==> config.mk <==
export PLATFORM = sky130hd
export DESIGN_NAME = tun_sqrt
export DESIGN_NICKNAME = d
export VERILOG_FILES = /design/src/design/assert_macros.svh /design/src/design/tun_pkg.sv /design/src/design/tun_sqrt.sv
export SDC_FILE = /design/constraint.sdc
export NUM_CORES = 2
export LEC_CHECK = 0
export ABC_AREA = 1
export BUFFER_PORTS_ARGS = -buffer_cell sky130_fd_sc_hd__clkbuf_2
export CORE_ASPECT_RATIO = 0.7
export CORE_MARGIN = 10
export CORE_UTILIZATION = 45
export DETAILED_ROUTE_END_ITERATION = 8
export PLACE_DENSITY = 0.59
export SKIP_LAST_GASP = 1
export SYNTH_ARGS = -nofsm -noshare
export SYNTH_HDL_FRONTEND = slang
export SYNTH_SLANG_ARGS = --single-unit
==> constraint.sdc <==
create_clock -name i_clk -period 5.37 [get_ports i_clk]
set_input_delay 0.2685 -clock i_clk [delete_from_list [all_inputs] [get_ports i_clk]]
set_output_delay 0.2685 -clock i_clk [all_outputs]
set_load 0.01 [all_outputs]
==> src/design/assert_macros.svh <==
// assertion helpers, clocked with synchronous active-low reset
`ifndef ASSERT_MACROS_SVH
`define ASSERT_MACROS_SVH

`define ASSERT_IMPL(lbl, clk, rst_n, ante, cons, msg) \
    lbl: assert property (@(posedge clk) disable iff (!rst_n) (ante) |-> (cons)) \
        else $error(msg);

`define ASSERT_NEXT(lbl, clk, rst_n, ante, cons, msg) \
    lbl: assert property (@(posedge clk) disable iff (!rst_n) (ante) |=> (cons)) \
        else $error(msg);

`endif

==> src/design/tun_pkg.sv <==
package tun_pkg;
    localparam int COORD_WIDTH_DEF      = 16;
    localparam int NORMAL_FRAC_BITS_DEF = 14;
    localparam int NORM_W = 16;   // output component width
    localparam int MAG_W  = 31;   // normalized magnitude, top bit at 2^30
    localparam int SQ_W   = 64;   // sum of squares
    localparam int ROOT_W = 32;   // integer square root
endpackage

==> src/design/tun_sqrt.sv <==
module tun_sqrt
    import tun_pkg::*;
#(
    parameter int SIDE_W = 1
) (
    input  logic              i_clk,
    input  logic              i_rst_n,
    input  logic              i_en,
    input  logic              i_vld,
    input  logic [SQ_W-1:0]   i_sum,
    input  logic [SIDE_W-1:0] i_side,
    output logic              o_vld,
    output logic [ROOT_W-1:0] o_root,
    output logic [SIDE_W-1:0] o_side
);
    // two result bits per stage
    localparam int NSTG = ROOT_W / 2;

    logic              r_vld  [NSTG];
    logic [SQ_W-1:0]   r_rad  [NSTG];
    logic [ROOT_W+1:0] r_rem  [NSTG];
    logic [ROOT_W-1:0] r_root [NSTG];
    logic [SIDE_W-1:0] r_side [NSTG];

    logic [SQ_W-1:0]   n_rad  [NSTG];
    logic [ROOT_W+1:0] n_rem  [NSTG];
    logic [ROOT_W-1:0] n_root [NSTG];

    for (genvar g = 0; g < NSTG; g++) begin : g_stg
        logic              p_vld;
        logic [SQ_W-1:0]   p_rad;
        logic [ROOT_W+1:0] p_rem;
        logic [ROOT_W-1:0] p_root;
        logic [SIDE_W-1:0] p_side;

        if (g == 0) begin : g_first
            assign p_vld  = i_vld;
            assign p_rad  = i_sum;
            assign p_rem  = '0;
            assign p_root = '0;
            assign p_side = i_side;
        end else begin : g_next
            assign p_vld  = r_vld[g-1];
            assign p_rad  = r_rad[g-1];
            assign p_rem  = r_rem[g-1];
            assign p_root = r_root[g-1];
            assign p_side = r_side[g-1];
        end

        always_comb begin
            logic [ROOT_W+1:0] rem;
            logic [ROOT_W+1:0] trial;
            logic [ROOT_W-1:0] root;
            logic [SQ_W-1:0]   rad;
            rem  = p_rem;
            root = p_root;
            rad  = p_rad;
            for (int k = 0; k < 2; k++) begin
                rem   = {rem[ROOT_W-1:0], rad[SQ_W-1 -: 2]};
                trial = {root, 2'b01};
                if (rem >= trial) begin
                    rem  = rem - trial;
                    root = {root[ROOT_W-2:0], 1'b1};
                end else begin
                    root = {root[ROOT_W-2:0], 1'b0};
                end
                rad = rad << 2;
            end
            n_rem[g]  = rem;
            n_root[g] = root;
            n_rad[g]  = rad;
        end

        always_ff @(posedge i_clk) begin
            if (!i_rst_n) begin
                r_vld[g] <= 1'b0;
            end else if (i_en) begin
                r_vld[g] <= p_vld;
            end
        end

        always_ff @(posedge i_clk) begin
            if (i_en) begin
                r_rad[g]  <= n_rad[g];
                r_rem[g]  <= n_rem[g];
                r_root[g] <= n_root[g];
                r_side[g] <= p_side;
            end
        end
    end

    assign o_vld  = r_vld[NSTG-1];
    assign o_root = r_root[NSTG-1];
    assign o_side = r_side[NSTG-1];
endmodule

==> impl_results.rst <==
.. list-table::
   :header-rows: 1

   * - Metric
     - Value
   * - Worst min path class
     - in2reg
   * - Worst-path clk slew
     - 60 ps
   * - Area used by multi-input combinational logic
     - 0.0472 mm^2
   * - Fillcell total
     - 19900
   * - Clock H-tree levels
     - 4
   * - Outcome
     - completed
   * - Required time reported for the critical path endpoint
     - a little under 6000 ps
   * - Clock root buffer
     - sky130_fd_sc_hd__clkbuf_16
   * - Area of the die
     - around 0.22 mm^2
   * - Largest net degree at the start of global routing
     - ~130
   * - Total of flip-flops plus latches after synthesis
     - 1243
   * - Net load switching power
     - 23.6 mW
   * - Worst-case hold slack
     - about 150 ps
   * - Biggest cell delay along the critical path
     - 560 ps
   * - Crit Path Max Fanout
     - 23
   * - Clock tree from TritonCTS
     - built
   * - Die H
     - 398 um
   * - Post-layout min period
     - a little over 5000 ps
   * - Netlist area before placement
     - around 0.092 mm^2
   * - Total area of sequential cells
     - 0.0373 mm^2
   * - Aggregate routed wire length
     - 313000 um
   * - Slew at the pin closest to its max-slew limit
     - 990 ps
   * - Finished Cell Area
     - ~0.10 mm^2
   * - Row cnt
     - 138
   * - Fraction of final layout cells sized beyond drive strength 1
     - 0.0737
   * - First-pass GRT wire length
     - around 470000 um
   * - Worst setup skew after layout
     - approximately 97 ps
   * - CP arrival
     - 5640 ps
   * - Count of routing violations after the opening detailed-route iteration
     - 9273
   * - Clock tree buffer depth
     - 4
   * - Slew HR
     - 0.340
   * - Cell type of the slowest stage on the worst timing path
     - sky130_fd_sc_hd__edfxtp_1
   * - Warning count from the yosys run
     - 0
   * - Type of the worst setup path
     - reg2reg
   * - Post-synthesis sequential area ratio
     - 0.406
   * - Final nets
     - 13200
   * - Part of the power in the clock network
     - 0.190
   * - Critical path capture point type
     - flop
   * - Reported max-cap violation count
     - 0
   * - Final count of hold timing violations
     - 0
   * - Global router's overall resource usage
     - 0.269
   * - Clk sinks
     - 1243
   * - Final Setup Violations
     - 0
   * - Final critical-path setup slack
     - approximately 220 ps
   * - Startpoint type of the worst setup path
     - flop
   * - Area inside the core boundary
     - approximately 0.20 mm^2
   * - Via count
     - about 84000
   * - Yosys cell types
     - 73
   * - Sum of overflow across all layers after global routing
     - 0
   * - Synthesized instance count
     - 12100
   * - Quantity of I/O buffers inserted on ports
     - 102
   * - Count of pins over their slew limit
     - 0
   * - Post-Route Utilization
     - 0.507
   * - Number of remaining DRC errors
     - 0
   * - Number of iterations in the first detailed-routing pass
     - 7
   * - RSZ-0062 raised after global routing
     - yes
   * - Dominant register cell in the synthesized netlist
     - sky130_fd_sc_hd__edfxtp_1
   * - Portion of the clock cycle consumed by the worst path in the final layout
     - 0.960
   * - Clock latency of the later-clocked register in the worst-skew pair
     - 830 ps
   * - Power density of the placed cells
     - roughly 500 mW/mm^2
   * - Worst slack, placed
     - -373 ps
   * - Switch share
     - 0.462
   * - Count of nets left with antenna violations after detail routing
     - 0
   * - Power share of the sequential group
     - 0.281
   * - HPWL reported at the end of detailed placement
     - 256000 um
   * - Internal power
     - 27.4 mW
   * - Placed cell areas
     - approximately 0.097 mm^2
   * - Top-Level Pins
     - 103
   * - Area growth, synth to finish
     - 11.8%
   * - Number of antenna violations at the first check in global routing
     - 1
   * - Horiz. Die Dim
     - roughly 560 um
   * - Cell leakage power
     - 46.6 nW
   * - Initial Util
     - 0.453
   * - Combinational power share
     - 0.529
   * - Total negative slack for setup checks
     - 0 ps
   * - Post-synth EDFFs
     - 1242
   * - Antenna Diode Count
     - 0
   * - Peak VDD IR
     - 316 uV
   * - PnR Total Power
     - 51.0 mW
   * - Post-Layout Cell Count
     - approximately 15000
   * - Routed wire per std cell
     - just over 20 um
   * - Mapped Avg Cell Area
     - 7.57 um^2
   * - Via count of the first global-routing pass
     - 77200
   * - Timing-limited maximum frequency
     - 0.194 GHz
   * - Vias per Instance
     - 5.46
   * - Last weighted congestion value of the routability-driven placer
     - 0.993
   * - Cell seen most often among critical-path stages
     - sky130_fd_sc_hd__nand2_1
   * - Asr flop ratio synth
     - 0
   * - Total placed cells including tap cells
     - 15100
   * - Num CTS Buffers
     - 142
[final cells by class]
class,instances,area share
clock buffers,165,0.0359
repair inverters,2,0.0000975
multi-input cells,9016,0.460
inverters,1728,0.0634
clock inverters,73,0.00801
well taps,2730,0.0333
repair buffers,464,0.0361
flip-flops and latches,1243,0.363
[kinds of logic (layout without fill, tap and decap cells)]
family / count (synthesis) / after routing / share of synthesized area
XOR/XNOR: 461 / 461 / 0.0440
AND/OR/NAND/NOR: 6291 / 6293 / 0.291
AO/OA/AOI/OAI: 1699 / 1699 / 0.102
multiplexers: 2 / 2 / 0.000218
other: 1 / 3 / 0.0000408
flip-flops: 1243 / 1243 / 0.406
buffers and inverters: 1870 / 2432 / 0.0808
adder cells (fa/ha/maj): 558 / 558 / 0.0760
[flip-flops by register name, summed over array words and instances, names as in the netlist]
name / count
r_rem: 459
r_root: 272
r_rad: 480
r_side: 16
r_vld: 16
[synthesized netlist by cell type (35+ instances only)]
| cell | number | share of area |
|---|---|---|
| sky130_fd_sc_hd__nor2_1 | 1225 | 0.050 |
| sky130_fd_sc_hd__nand4_1 | 214 | 0.015 |
| sky130_fd_sc_hd__ha_1 | 558 | 0.076 |
| sky130_fd_sc_hd__xnor2_1 | 198 | 0.019 |
| sky130_fd_sc_hd__inv_1 | 1693 | 0.069 |
| sky130_fd_sc_hd__o21ai_0 | 616 | 0.034 |
| sky130_fd_sc_hd__nor2_2 | 70 | 0.0048 |
| sky130_fd_sc_hd__nand3b_1 | 57 | 0.0047 |
| sky130_fd_sc_hd__nor3_1 | 155 | 0.0084 |
| sky130_fd_sc_hd__a21o_1 | 45 | 0.0037 |
| sky130_fd_sc_hd__or2_2 | 38 | 0.0026 |
| sky130_fd_sc_hd__o21a_1 | 55 | 0.0045 |
| sky130_fd_sc_hd__o21ai_1 | 53 | 0.0029 |
| sky130_fd_sc_hd__clkbuf_1 | 48 | 0.0020 |
| sky130_fd_sc_hd__a21oi_1 | 717 | 0.039 |
| sky130_fd_sc_hd__a31oi_1 | 40 | 0.0027 |
| sky130_fd_sc_hd__o21bai_1 | 54 | 0.0044 |
| sky130_fd_sc_hd__edfxtp_1 | 1242 | 0.41 |
| sky130_fd_sc_hd__nand2_1 | 3557 | 0.15 |
| sky130_fd_sc_hd__nand2_2 | 43 | 0.0029 |
| sky130_fd_sc_hd__nand3_1 | 772 | 0.042 |
| sky130_fd_sc_hd__nand3_2 | 35 | 0.0038 |
| sky130_fd_sc_hd__xor2_1 | 263 | 0.025 |
[timing repair]
action,CTS,global route
hold endpoints to repair,93,0
setup endpoints to repair,28,207
buffers inserted,8,9
cloned,0,4
hold buffers,70,0
gates resized for setup,3,63
pin swaps,0,2
[worst paths after layout]
kind / startpoint / endpoint / slack, ps / cells past startpoint
max: r_root[1][4] / r_rem[1][54] / 220 / 29
min reg2reg: r_rad[1][34] / r_rad[1][98] / 380 / 0
max reg2reg: r_root[1][4] / r_rem[1][54] / 220 / 29
min: i_sum[24] / r_rad[0][24] / 150 / 2
[power groups by stage]
stage	sequential [mW]	combinational (mW)	clock, mW
finish	14.3	27.0	9.68
global route	14.4	29.9	10.3
CTS	14.3	26.3	9.93
detailed placement	14.5	26.1	0
global placement	14.5	26.2	0
floorplan	13.7	17.9	0
[layout by cell type, fill, tap and decap left out, types with 214 or more instances in the layout]
cell type                     n
sky130_fd_sc_hd__ha_1       553
sky130_fd_sc_hd__o21ai_0    595
sky130_fd_sc_hd__nand4_1    214
sky130_fd_sc_hd__nand3_1    772
sky130_fd_sc_hd__nand2_1   3554
sky130_fd_sc_hd__nor2_1    1215
sky130_fd_sc_hd__xor2_1     263
sky130_fd_sc_hd__buf_4      267
sky130_fd_sc_hd__edfxtp_1  1242
sky130_fd_sc_hd__inv_1     1691
sky130_fd_sc_hd__a21oi_1    715
[worst max-delay path, delay by kind of cell, from the launching register on]
family | cells | cell delay, ps
AO/OA/AOI/OAI | 1 | 140
AND/OR/NAND/NOR | 20 | 2540
buffers and inverters | 6 | 810
flip-flops | 1 | 560
adder cells (fa/ha/maj) | 2 | 770
[layer usage]
layer / GRT usage / routed length, um / vias to the layer above
met2: 0.373 / 122000 / 3504
li1: - / - / 41100
met1: 0.433 / 157000 / 39200
met3: 0.0464 / 29000 / 352
met4: 0.0502 / 6040 / 0
met5: 0 / 0 / -
No activity file was read; power rests on OpenSTA's default activity.
